## src/rtl/lfpd_pkg.sv

```systemverilog
// Shared types and constants for the line follower PD steering unit.
// Used by the controller, the datapath and the top level; depends on nothing.
package lfpd_pkg;

   localparam int HISTORY_DEPTH_DEFAULT  = 20;
   localparam int INTEGRAL_LIMIT_DEFAULT = 1000;
   localparam int POSITION_BITS_DEFAULT  = 8;

   localparam int GAIN_BITS     = 24;
   localparam int SPEED_BITS    = 8;
   localparam int DRIVE_BITS    = 9;
   localparam int Q_BITS        = 16;
   localparam int STEER_LIMIT   = 20;
   localparam int STRAIGHT_BAND = 8;
   localparam int DRIVE_MAX     = 255;
   localparam int TAP_TEST      = 3;
   localparam int TAP_RACE      = 8;

   localparam int CSR_ADDR_BITS = 5;
   localparam int CSR_DATA_BITS = 32;

   localparam logic [GAIN_BITS-1:0]  GAIN_PROP_RESET  = 24'd131072;
   localparam logic [GAIN_BITS-1:0]  GAIN_DERIV_RESET = 24'd471859;
   localparam logic [GAIN_BITS-1:0]  GAIN_INTEG_RESET = 24'd33;
   localparam logic [SPEED_BITS-1:0] BASE_SPEED_RESET = 8'd75;

   typedef enum logic [2:0] {
      REG_GAIN_PROP  = 3'd0,
      REG_GAIN_DERIV = 3'd1,
      REG_GAIN_INTEG = 3'd2,
      REG_BASE_SPEED = 3'd3,
      REG_RUN_MODE   = 3'd4
   } reg_index_type;

   typedef enum logic [5:0] {
      ST_IDLE   = 6'b000001,
      ST_MUL_P  = 6'b000010,
      ST_MUL_D  = 6'b000100,
      ST_MUL_I  = 6'b001000,
      ST_ACC_I  = 6'b010000,
      ST_FINISH = 6'b100000
   } state_type;

   typedef struct packed {
      logic accept;
      logic mul_p;
      logic mul_d;
      logic mul_i;
      logic acc_i;
      logic out_load;
   } cmd_type;

endpackage

```

## src/rtl/lfpd_ctrl.sv

```systemverilog
// Sequencing state machine for the steering unit: handshakes and step commands.
// Depends on lfpd_pkg.
module lfpd_ctrl (
   input  logic              clock,
   input  logic              reset,
   input  logic              req_tvalid,
   output logic              req_tready,
   output logic              rsp_tvalid,
   input  logic              rsp_tready,
   output lfpd_pkg::cmd_type cmd
);

   lfpd_pkg::state_type state_ff, state_in;
   logic                rsp_valid_ff, rsp_valid_in;
   logic                out_free;

   assign out_free   = !rsp_valid_ff || rsp_tready;
   assign req_tready = (state_ff == lfpd_pkg::ST_IDLE);
   assign rsp_tvalid = rsp_valid_ff;

   always_comb begin
      cmd          = '0;
      cmd.accept   = req_tready && req_tvalid;
      cmd.mul_p    = (state_ff == lfpd_pkg::ST_MUL_P);
      cmd.mul_d    = (state_ff == lfpd_pkg::ST_MUL_D);
      cmd.mul_i    = (state_ff == lfpd_pkg::ST_MUL_I);
      cmd.acc_i    = (state_ff == lfpd_pkg::ST_ACC_I);
      cmd.out_load = (state_ff == lfpd_pkg::ST_FINISH) && out_free;
   end

   always_comb begin
      state_in = state_ff;
      case (state_ff)
         lfpd_pkg::ST_IDLE: begin
            if (req_tvalid) state_in = lfpd_pkg::ST_MUL_P;
         end
         lfpd_pkg::ST_MUL_P:  state_in = lfpd_pkg::ST_MUL_D;
         lfpd_pkg::ST_MUL_D:  state_in = lfpd_pkg::ST_MUL_I;
         lfpd_pkg::ST_MUL_I:  state_in = lfpd_pkg::ST_ACC_I;
         lfpd_pkg::ST_ACC_I:  state_in = lfpd_pkg::ST_FINISH;
         lfpd_pkg::ST_FINISH: begin
            if (out_free) state_in = lfpd_pkg::ST_IDLE;
         end
         default: state_in = lfpd_pkg::ST_IDLE;
      endcase
   end

   always_comb begin
      rsp_valid_in = rsp_valid_ff;
      if (cmd.out_load) rsp_valid_in = 1'b1;
      else if (rsp_tready) rsp_valid_in = 1'b0;
   end

   always_ff @(posedge clock) begin
      if (reset) begin
         state_ff     <= lfpd_pkg::ST_IDLE;
         rsp_valid_ff <= 1'b0;
      end else begin
         state_ff     <= state_in;
         rsp_valid_ff <= rsp_valid_in;
      end
   end

   a_no_overwrite: assert property (@(posedge clock) disable iff (reset)
      cmd.out_load |-> (!rsp_valid_ff || rsp_tready))
      else $error("result register loaded while a result is still pending");

   a_accept_starts: assert property (@(posedge clock) disable iff (reset)
      cmd.accept |=> (state_ff == lfpd_pkg::ST_MUL_P))
      else $error("accepted item did not start the multiply sequence");

   a_one_step: assert property (@(posedge clock) disable iff (reset)
      $onehot0({cmd.accept, cmd.mul_p, cmd.mul_d, cmd.mul_i, cmd.acc_i, cmd.out_load}))
      else $error("more than one datapath step commanded");

   a_finish_holds: assert property (@(posedge clock) disable iff (reset)
      (state_ff == lfpd_pkg::ST_FINISH) && !out_free |=> (state_ff == lfpd_pkg::ST_FINISH))
      else $error("finished item left before the result register was free");

endmodule

```

## src/rtl/lfpd_datapath.sv

```systemverilog
// Datapath of the steering unit: position history, integral, shared multiplier,
// accumulator and drive conversion. Depends on lfpd_pkg.
module lfpd_datapath #(
   parameter int HISTORY_DEPTH  = lfpd_pkg::HISTORY_DEPTH_DEFAULT,
   parameter int INTEGRAL_LIMIT = lfpd_pkg::INTEGRAL_LIMIT_DEFAULT,
   parameter int POSITION_BITS  = lfpd_pkg::POSITION_BITS_DEFAULT
) (
   input  logic                                 clock,
   input  logic                                 reset,
   input  lfpd_pkg::cmd_type                    cmd,
   input  logic [lfpd_pkg::GAIN_BITS-1:0]       gain_prop,
   input  logic [lfpd_pkg::GAIN_BITS-1:0]       gain_deriv,
   input  logic [lfpd_pkg::GAIN_BITS-1:0]       gain_integ,
   input  logic [lfpd_pkg::SPEED_BITS-1:0]      base_speed,
   input  logic                                 run_mode,
   input  logic [POSITION_BITS-1:0]             position,
   input  logic                                 restart,
   output logic signed [lfpd_pkg::DRIVE_BITS-1:0] left_drive,
   output logic signed [lfpd_pkg::DRIVE_BITS-1:0] right_drive,
   output logic                                 straight,
   output logic                                 steer_positive
);

   localparam int ES_W   = $clog2(INTEGRAL_LIMIT + 2**(POSITION_BITS-1) + 1) + 1;
   localparam int DIFF_W = POSITION_BITS + 1;
   localparam int OP_W   = (DIFF_W > ES_W) ? DIFF_W : ES_W;
   localparam int GS_W   = lfpd_pkg::GAIN_BITS + 1;
   localparam int PROD_W = GS_W + OP_W;
   localparam int ACC_W  = PROD_W + 2;
   localparam int QW     = ACC_W + 1 - lfpd_pkg::Q_BITS;
   localparam int QB     = lfpd_pkg::Q_BITS;
   localparam int DW     = lfpd_pkg::DRIVE_BITS;

   localparam logic signed [ES_W-1:0]  LIM_POS  = ES_W'(INTEGRAL_LIMIT);
   localparam logic signed [ES_W-1:0]  LIM_NEG  = -LIM_POS;
   localparam logic signed [ACC_W-1:0] STEER_HI = ACC_W'(lfpd_pkg::STEER_LIMIT) <<< QB;
   localparam logic signed [ACC_W-1:0] STEER_LO = -STEER_HI;
   localparam logic signed [QW-1:0]    DMAX     = QW'(lfpd_pkg::DRIVE_MAX);
   localparam logic signed [QW-1:0]    DMIN     = -DMAX;
   localparam logic signed [15:0]      BAND_HI  = 16'(lfpd_pkg::STRAIGHT_BAND);
   localparam logic signed [15:0]      BAND_LO  = -BAND_HI;

   logic signed [POSITION_BITS-1:0] hist_ff [HISTORY_DEPTH];
   logic signed [POSITION_BITS-1:0] hist_in [HISTORY_DEPTH];
   logic signed [ES_W-1:0]          es_ff, es_in, es_base, es_zero;
   logic signed [POSITION_BITS-1:0] pos_in, pos_ff;
   logic                            straight_ff, straight_in;
   logic signed [PROD_W-1:0]        prod_ff, prod_in;
   logic signed [ACC_W-1:0]         acc_ff, acc_in;
   logic signed [GS_W-1:0]          mul_gain;
   logic signed [OP_W-1:0]          mul_data;
   logic signed [DIFF_W-1:0]        diff;
   logic signed [POSITION_BITS-1:0] tap;
   logic signed [ACC_W-1:0]         integ_term, steer_clamped;
   logic signed [ACC_W:0]           steer_ext, slow_speed, acc_mag;
   logic signed [DW-1:0]            left_in, right_in, slow_drive, base_drive;
   logic                            positive_in;
   logic signed [DW-1:0]            left_ff, right_ff;
   logic                            straight_out_ff, positive_ff;

   function automatic logic signed [DW-1:0] trunc_sat(input logic signed [ACC_W:0] v);
      logic signed [QW-1:0] q;
      q = v[ACC_W:QB];
      if (v[ACC_W] && (v[QB-1:0] != '0)) q = q + QW'(1);
      if (q > DMAX) q = DMAX;
      else if (q < DMIN) q = DMIN;
      return q[DW-1:0];
   endfunction

   assign pos_in = position;

   always_comb begin
      hist_in[0] = pos_in;
      for (int i = 1; i < HISTORY_DEPTH; i++) begin
         hist_in[i] = restart ? '0 : hist_ff[i-1];
      end
      straight_in = 1'b1;
      for (int i = 0; i < HISTORY_DEPTH; i++) begin
         if ((16'(hist_in[i]) > BAND_HI) || (16'(hist_in[i]) < BAND_LO)) straight_in = 1'b0;
      end
   end

   always_comb begin
      es_base = restart ? '0 : es_ff;
      es_zero = (pos_in == '0) ? '0 : es_base;
      es_in   = es_base;
      if (!run_mode) begin
         if (es_zero >= LIM_POS) es_in = LIM_POS;
         else if (es_zero <= LIM_NEG) es_in = LIM_NEG;
         else es_in = es_zero + ES_W'(pos_in);
      end
   end

   assign tap  = run_mode ? hist_ff[lfpd_pkg::TAP_RACE] : hist_ff[lfpd_pkg::TAP_TEST];
   assign diff = DIFF_W'(pos_ff) - DIFF_W'(tap);

   always_comb begin
      mul_gain = $signed({1'b0, gain_prop});
      mul_data = OP_W'(pos_ff);
      if (cmd.mul_d) begin
         mul_gain = $signed({1'b0, gain_deriv});
         mul_data = OP_W'(diff);
      end else if (cmd.mul_i) begin
         mul_gain = run_mode ? '0 : $signed({1'b0, gain_integ});
         mul_data = OP_W'(es_ff);
      end
   end

   assign prod_in = mul_gain * mul_data;

   always_comb begin
      integ_term = ACC_W'($signed({prod_ff[PROD_W-1:QB], {QB{1'b0}}}));
      if (prod_ff[PROD_W-1] && (prod_ff[QB-1:0] != '0)) begin
         integ_term = integ_term + (ACC_W'(1) <<< QB);
      end
      acc_in = acc_ff;
      if (cmd.mul_d) acc_in = ACC_W'(prod_ff);
      else if (cmd.mul_i) acc_in = acc_ff + ACC_W'(prod_ff);
      else if (cmd.acc_i) acc_in = acc_ff + integ_term;
   end

   always_comb begin
      steer_clamped = acc_ff;
      if (acc_ff > STEER_HI) steer_clamped = STEER_HI;
      else if (acc_ff < STEER_LO) steer_clamped = STEER_LO;
      steer_ext  = (ACC_W+1)'(steer_clamped);
      acc_mag    = acc_ff[ACC_W-1] ? -(ACC_W+1)'(acc_ff) : (ACC_W+1)'(acc_ff);
      slow_speed = ((ACC_W+1)'(base_speed) <<< QB) - acc_mag;
      slow_drive = trunc_sat(slow_speed);
      base_drive = $signed({1'b0, base_speed});
      if (!run_mode) begin
         positive_in = !steer_clamped[ACC_W-1] && (steer_clamped != '0);
         left_in     = trunc_sat(steer_ext);
         right_in    = trunc_sat(-steer_ext);
      end else begin
         positive_in = !acc_ff[ACC_W-1] && (acc_ff != '0);
         left_in     = acc_ff[ACC_W-1] ? slow_drive : base_drive;
         right_in    = acc_ff[ACC_W-1] ? base_drive : slow_drive;
      end
   end

   always_ff @(posedge clock) begin
      if (reset) begin
         for (int i = 0; i < HISTORY_DEPTH; i++) hist_ff[i] <= '0;
         es_ff <= '0;
      end else if (cmd.accept) begin
         hist_ff <= hist_in;
         es_ff   <= es_in;
      end
   end

   always_ff @(posedge clock) begin
      if (cmd.accept) begin
         pos_ff      <= pos_in;
         straight_ff <= straight_in;
      end
      if (cmd.mul_p || cmd.mul_d || cmd.mul_i) prod_ff <= prod_in;
      acc_ff <= acc_in;
      if (cmd.out_load) begin
         left_ff         <= left_in;
         right_ff        <= right_in;
         straight_out_ff <= straight_ff;
         positive_ff     <= positive_in;
      end
   end

   assign left_drive     = left_ff;
   assign right_drive    = right_ff;
   assign straight       = straight_out_ff;
   assign steer_positive = positive_ff;

endmodule

```

## src/rtl/line_follower_pd_steering_unit.sv

```systemverilog
// Top level of the line follower PD steering unit: register file and handshake ports.
// Depends on lfpd_pkg, lfpd_ctrl and lfpd_datapath.
//
//   channel   direction  handshake              payload
//   req_      in         req_tvalid/req_tready  tdata position, tuser restart
//   rsp_      out        rsp_tvalid/rsp_tready  tdata left/right drive, tuser flags
//   csr_      in         APB psel/penable       gains, base speed, run mode
//
// An accepted item steps through MUL_P, MUL_D, MUL_I and ACC_I, its result is loaded in FINISH,
// and no new item is accepted until the unit is back in idle: one multiplier is shared
// by the proportional, derivative and integral products in turn.
// The result register frees the input side, so the next item is accepted in the cycle
// after the previous one has been moved into it. Reset clears history and integral at
// once and restores the register defaults. A stalled result holds the unit in its
// final step until the result register drains.
module line_follower_pd_steering_unit #(
   parameter int HISTORY_DEPTH  = lfpd_pkg::HISTORY_DEPTH_DEFAULT,
   parameter int INTEGRAL_LIMIT = lfpd_pkg::INTEGRAL_LIMIT_DEFAULT,
   parameter int POSITION_BITS  = lfpd_pkg::POSITION_BITS_DEFAULT
) (
   input  logic                               clock,
   input  logic                               reset,
   input  logic                               req_tvalid,
   output logic                               req_tready,
   input  logic [((POSITION_BITS+7)/8)*8-1:0] req_tdata,  // position
   input  logic                               req_tuser,  // restart
   output logic                               rsp_tvalid,
   input  logic                               rsp_tready,
   output logic [23:0]                        rsp_tdata,  // left_drive, right_drive
   output logic [1:0]                         rsp_tuser,  // straight, steer_positive
   input  logic                               csr_psel,
   input  logic                               csr_penable,
   input  logic                               csr_pwrite,
   input  logic [lfpd_pkg::CSR_ADDR_BITS-1:0] csr_paddr,
   input  logic [lfpd_pkg::CSR_DATA_BITS-1:0] csr_pwdata,
   output logic [lfpd_pkg::CSR_DATA_BITS-1:0] csr_prdata,
   output logic                               csr_pready
);

   localparam int DW = lfpd_pkg::DRIVE_BITS;

   logic [lfpd_pkg::GAIN_BITS-1:0]  gain_prop_ff, gain_deriv_ff, gain_integ_ff;
   logic [lfpd_pkg::SPEED_BITS-1:0] base_speed_ff;
   logic                            run_mode_ff;
   logic                            csr_write;
   lfpd_pkg::reg_index_type         csr_index;
   lfpd_pkg::cmd_type               cmd;
   logic signed [DW-1:0]            left_drive, right_drive;
   logic                            straight, steer_positive;

   assign csr_pready = 1'b1;
   assign csr_write  = csr_psel && csr_penable && csr_pwrite;
   assign csr_index  = lfpd_pkg::reg_index_type'(csr_paddr[lfpd_pkg::CSR_ADDR_BITS-1:2]);

   always_ff @(posedge clock) begin
      if (reset) begin
         gain_prop_ff  <= lfpd_pkg::GAIN_PROP_RESET;
         gain_deriv_ff <= lfpd_pkg::GAIN_DERIV_RESET;
         gain_integ_ff <= lfpd_pkg::GAIN_INTEG_RESET;
         base_speed_ff <= lfpd_pkg::BASE_SPEED_RESET;
         run_mode_ff   <= 1'b0;
      end else if (csr_write) begin
         case (csr_index)
            lfpd_pkg::REG_GAIN_PROP:  gain_prop_ff  <= csr_pwdata[lfpd_pkg::GAIN_BITS-1:0];
            lfpd_pkg::REG_GAIN_DERIV: gain_deriv_ff <= csr_pwdata[lfpd_pkg::GAIN_BITS-1:0];
            lfpd_pkg::REG_GAIN_INTEG: gain_integ_ff <= csr_pwdata[lfpd_pkg::GAIN_BITS-1:0];
            lfpd_pkg::REG_BASE_SPEED: base_speed_ff <= csr_pwdata[lfpd_pkg::SPEED_BITS-1:0];
            lfpd_pkg::REG_RUN_MODE:   run_mode_ff   <= csr_pwdata[0];
            default: ;
         endcase
      end
   end

   always_comb begin
      case (csr_index)
         lfpd_pkg::REG_GAIN_PROP:  csr_prdata = lfpd_pkg::CSR_DATA_BITS'(gain_prop_ff);
         lfpd_pkg::REG_GAIN_DERIV: csr_prdata = lfpd_pkg::CSR_DATA_BITS'(gain_deriv_ff);
         lfpd_pkg::REG_GAIN_INTEG: csr_prdata = lfpd_pkg::CSR_DATA_BITS'(gain_integ_ff);
         lfpd_pkg::REG_BASE_SPEED: csr_prdata = lfpd_pkg::CSR_DATA_BITS'(base_speed_ff);
         lfpd_pkg::REG_RUN_MODE:   csr_prdata = lfpd_pkg::CSR_DATA_BITS'(run_mode_ff);
         default:                  csr_prdata = '0;
      endcase
   end

   lfpd_ctrl u_ctrl (
      .clock      (clock),
      .reset      (reset),
      .req_tvalid (req_tvalid),
      .req_tready (req_tready),
      .rsp_tvalid (rsp_tvalid),
      .rsp_tready (rsp_tready),
      .cmd        (cmd)
   );

   lfpd_datapath #(
      .HISTORY_DEPTH  (HISTORY_DEPTH),
      .INTEGRAL_LIMIT (INTEGRAL_LIMIT),
      .POSITION_BITS  (POSITION_BITS)
   ) u_datapath (
      .clock          (clock),
      .reset          (reset),
      .cmd            (cmd),
      .gain_prop      (gain_prop_ff),
      .gain_deriv     (gain_deriv_ff),
      .gain_integ     (gain_integ_ff),
      .base_speed     (base_speed_ff),
      .run_mode       (run_mode_ff),
      .position       (req_tdata[POSITION_BITS-1:0]),
      .restart        (req_tuser),
      .left_drive     (left_drive),
      .right_drive    (right_drive),
      .straight       (straight),
      .steer_positive (steer_positive)
   );

   assign rsp_tdata = {6'b0, right_drive, left_drive};
   assign rsp_tuser = {steer_positive, straight};

endmodule

```

## config.mk

```make
export PLATFORM = sky130hd
export DESIGN_NAME = line_follower_pd_steering_unit
export DESIGN_NICKNAME = d
export VERILOG_FILES = /design/src/rtl/lfpd_pkg.sv /design/src/rtl/lfpd_ctrl.sv /design/src/rtl/lfpd_datapath.sv /design/src/rtl/line_follower_pd_steering_unit.sv
export SDC_FILE = /design/constraint.sdc
export NUM_CORES = 2
export LEC_CHECK = 0
export BUFFER_PORTS_ARGS = -buffer_cell sky130_fd_sc_hd__buf_2
export CAP_MARGIN = 20
export CORE_UTILIZATION = 30
export CTS_CLUSTER_DIAMETER = 30
export DETAILED_ROUTE_END_ITERATION = 10
export GPL_TIMING_DRIVEN = 0
export HOLD_SLACK_MARGIN = 0.08
export SYNTH_ARGS = -nofsm -noshare
export SYNTH_HDL_FRONTEND = slang
export SYNTH_HIERARCHICAL = 1
export SYNTH_SLANG_ARGS = --single-unit
```

## constraint.sdc

```tcl
create_clock -name clock -period 18.4 [get_ports clock]
set_input_delay 0.92 -clock clock [delete_from_list [all_inputs] [get_ports clock]]
set_output_delay 0.92 -clock clock [all_outputs]
set_load 0.03 [all_outputs]
```

==> summary.txt <==
Run status
  • Status: finished clean

Layout
  • Final Cell Area: ~40,000 um2
  • # nets final: ~4.7k
  • Area growth from synthesis to layout: 16.0%
  • Fill count: 11.5k
  • Share of cells above drive strength 1: about 8.7%

Synth
  • Post-synth EDFFs: ~110
  • Post-synthesis async set-or-reset flop share: 0%
  • Yosys Warn Count: 6
  • Post-synthesis cell type count: around 110
  • Avg Inst Size Synth: approximately 8.3 um2
  • Leading cell types by count after synthesis: 371 x nand2_1, 327 x inv_1, 298 x a21oi_1
  • Post-synthesis sequential area ratio: about 24%
  • Top post-synthesis cells by area: dfxtp_1 15%, fa_1 13%, edfxtp_1 9.4%, ha_1 6.4%, nand2b_1 4.6%
  • Biggest area consumer among synthesized cells: dfxtp_1
  • Synth top area share: ~15%
  • Mapped Area: between 30,000 and 40,000 um2
  • Most numerous cell in the Yosys netlist: nand2_1
  • Yosys reg bits: 357
  • Post-Syn Instances: roughly 4k
  • Synth Flop Type: dfxtp_1

Clock tree
  • CTS resizes: 0
  • CTS root buf: clkbuf_16
  • Clock Latency Late Sink: about 650 ps
  • Hold_buf cts: 0
  • Deepest clock path buffer count: 3
  • CTS tree: yes
  • H-tree levels: 3
  • Post-CTS Setup Inserts: 0
  • TritonCTS Buffers: between 70 and 80
  • CTS sink cnt: 357
  • Reg clk slew, reported paths: ~50 ps

Floorplan
  • Die Y: approximately 340 um
  • Initial Util: around 30%
  • Io pins: about 110
  • Core box area: about 110,000 um2
  • Die ar.: roughly 110,000 um2
  • Die W: 337 um
  • FP Rows: about 120

Worst setup path
  • FF-to-FF setup slack: ~6500 ps
  • Crit path from: run_mode_ff
  • Crit path to: u_datapath/prod_ff[36]
  • Max FO, Critical Path: 10
  • Crit path max-delay cell type: buf_1
  • Max stage delay on crit path: roughly 930 ps
  • Worst r2r dst: u_datapath/prod_ff[36]
  • Crit path launch type: register
  • Origin of the critical flop-to-flop path: run_mode_ff
  • Critical path endpoint category: register
  • Worst setup path class: reg -> reg
  • Depth of the most critical reg-to-reg path: 37
  • Worst endpoint data arrival time: about 12,000 ps
  • WP data required: ~19,000 ps

Pwr
  • Leak: ~15 nW
  • Pwr Density: roughly 76 nW/um2
  • Peak VDD IR: ~0.000063 V
  • Flop pwr share: between 20 and 30%
  • Internal: 2.09 mW
  • Combinational share of power: a little under a fifth
  • Clk pwr share: a little over half
  • Psw: around 870 uW
  • Sw Ratio: between 20% and 30%

Place
  • Post-DP HPWL: 87.3 mm
  • Port bufs: 88
  • Placed cell area: 36,000 um2
  • Gpl congestion: approximately 0.96
  • DP Worst Slack: 6540 ps

Drt
  • Routed len/inst: ~19 um
  • Drt pass-1 iters: 6
  • Vias: approximately 30k
  • Routed Wire Length: approximately 110 mm
  • ANT nets after route: 0
  • Residual DRC: 0
  • Initial drt markers: between 2k and 2.5k
  • Via/cell ratio: around 5.3

Timing
  • Final Max Slew Viols: 0
  • Number of hold violations in the final report: 0
  • Achievable Freq: ~84 MHz
  • Period minus WS final: around 12,000 ps
  • Final period util: between 60% and 70%
  • Clock skew: approximately 63 ps
  • Unrepaired setup endpoints after global routing: false
  • Min setup slack post-route: around 6500 ps
  • Slew @ Worst Pin: 1170 ps
  • Slew HR: a little over a fifth
  • Setup TNS: 0 ps
  • Final setup vio count: 0

Global routing
  • First-pass GRT wire length: 173 mm
  • Vias in the first global route: roughly 30k
  • Initial antenna violation count: 6
  • GRT overflow: 0
  • Largest net degree at the start of global routing: 26
  • Global router's overall resource usage: approximately a fifth

Hold path
  • Hold/Removal Path Class: reg -> reg
  • Hold path depth: 0

Run
  • Max Cap Viol: 0
[layer usage]
layer  track usage (%)  vias up  wire (um)
li1                  -    14200          -
met1              24.9    14600      47200
met2              32.2     1114      52000
met3              2.96      279       7230
met4              9.37        6       5150
met5                 0        -         31
[flip-flops by register name (all words and copies together) (netlist names), 6 cells and up]
signal	count
u_ctrl/state_ff	6
gain_prop_ff	24
u_datapath/left_drive	9
u_datapath/right_drive	9
u_datapath/prod_ff	37
gain_deriv_ff	24
u_datapath/pos_ff	8
u_datapath/hist_ff	152
gain_integ_ff	24
base_speed_ff	8
u_datapath/es_ff	12
u_datapath/acc_ff	39
[power groups by stage]
| stage | clock, mW | combinational (mW) | sequential (mW) |
|---|---|---|---|
| CTS | 1.57 | 0.540 | 0.857 |
| global route | 1.61 | 0.602 | 0.858 |
| detailed placement | 0 | 0.535 | 0.871 |
| floorplan | 0 | 0.375 | 0.866 |
| global placement | 0 | 0.531 | 0.871 |
| finish | 1.55 | 0.544 | 0.857 |
[worst max-delay path, delay by kind of cell (launching register included)]
family	cells	cell delay, ps
xor gates and xnor gates	2	300
adders and majority gates	7	3290
AOI/OAI and AO/OA	17	4080
and+or+nand+nor	4	480
muxes	1	290
DFF	1	680
buffers and inverters	6	2520
[cell families (layout without fill, tap and decap cells)]
| logic type | after synthesis | count (layout) | synth area share [%] |
|---|---|---|---|
| flops | 357 | 357 | 24.4 |
| compound gates | 816 | 816 | 15.4 |
| mux | 131 | 131 | 4.20 |
| buf+inv | 587 | 822 | 7.15 |
| xor+xnor | 172 | 172 | 4.49 |
| other cells | 2 | 17 | 0.0224 |
| simple gates | 1566 | 1566 | 24.6 |
| fa+ha+maj | 395 | 395 | 19.7 |
[worst min-delay path by stage]
stage / from / endpoint / slack [ps]
6_report: u_datapath/straight_ff / u_datapath/straight / 440
5_1_grt: u_datapath/straight_ff / u_datapath/straight / 460
4_1_cts: u_datapath/straight_ff / u_datapath/straight / 440
3_5_place_dp: u_datapath/straight_ff / u_datapath/straight / 430
3_3_place_gp: u_datapath/straight_ff / u_datapath/straight / 420
2_1_floorplan: u_datapath/straight_ff / u_datapath/straight / 400
[cell type report]
class	count	area, um2	share of cell area (%)
Multi-Input combinational cell	3095	23000	59.1
Sequential cell	357	8200	21.0
Clock buffer	93	2100	5.39
Tap cell	1488	1860	4.78
Inverter	328	1230	3.16
Buffer	259	1170	3.00
Clock inverter	50	855	2.19
Timing Repair Buffer	92	512	1.31
Antenna cell	2	5.00	0.0128
[cells in the final DEF (no fill, tap or decap), drive strengths merged, types with 45 or more instances in the layout]
cell / synthesis / layout
nor3: 54 / 54
xor2: 70 / 70
a21oi: 303 / 303
buf: 70 / 162
nand2: 373 / 373
nand3: 207 / 207
nand2b: 247 / 247
inv: 327 / 331
clkbuf: 189 / 282
mux2i: 116 / 116
nor4: 58 / 58
and2: 106 / 106
xnor2: 102 / 102
nand4: 57 / 57
edfxtp: 105 / 105
ha: 171 / 171
dfxtp: 252 / 252
o21ai: 187 / 187
nor2b: 75 / 75
nor2: 246 / 246
fa: 224 / 224
a21o: 45 / 45
[metrics by stage]
step	hold slack (ps)	power (mW)	util [%]	cells
final	436	2.95	35.2	5764
after global routing	461	3.07	35.2	5764
after CTS	439	2.97	35.2	5761
after detailed placement	428	1.41	32.5	5618
after global placement	424	1.40	32.4	5615
after floorplan	400	1.24	-	4039
(Power assumes the default switching activity.)
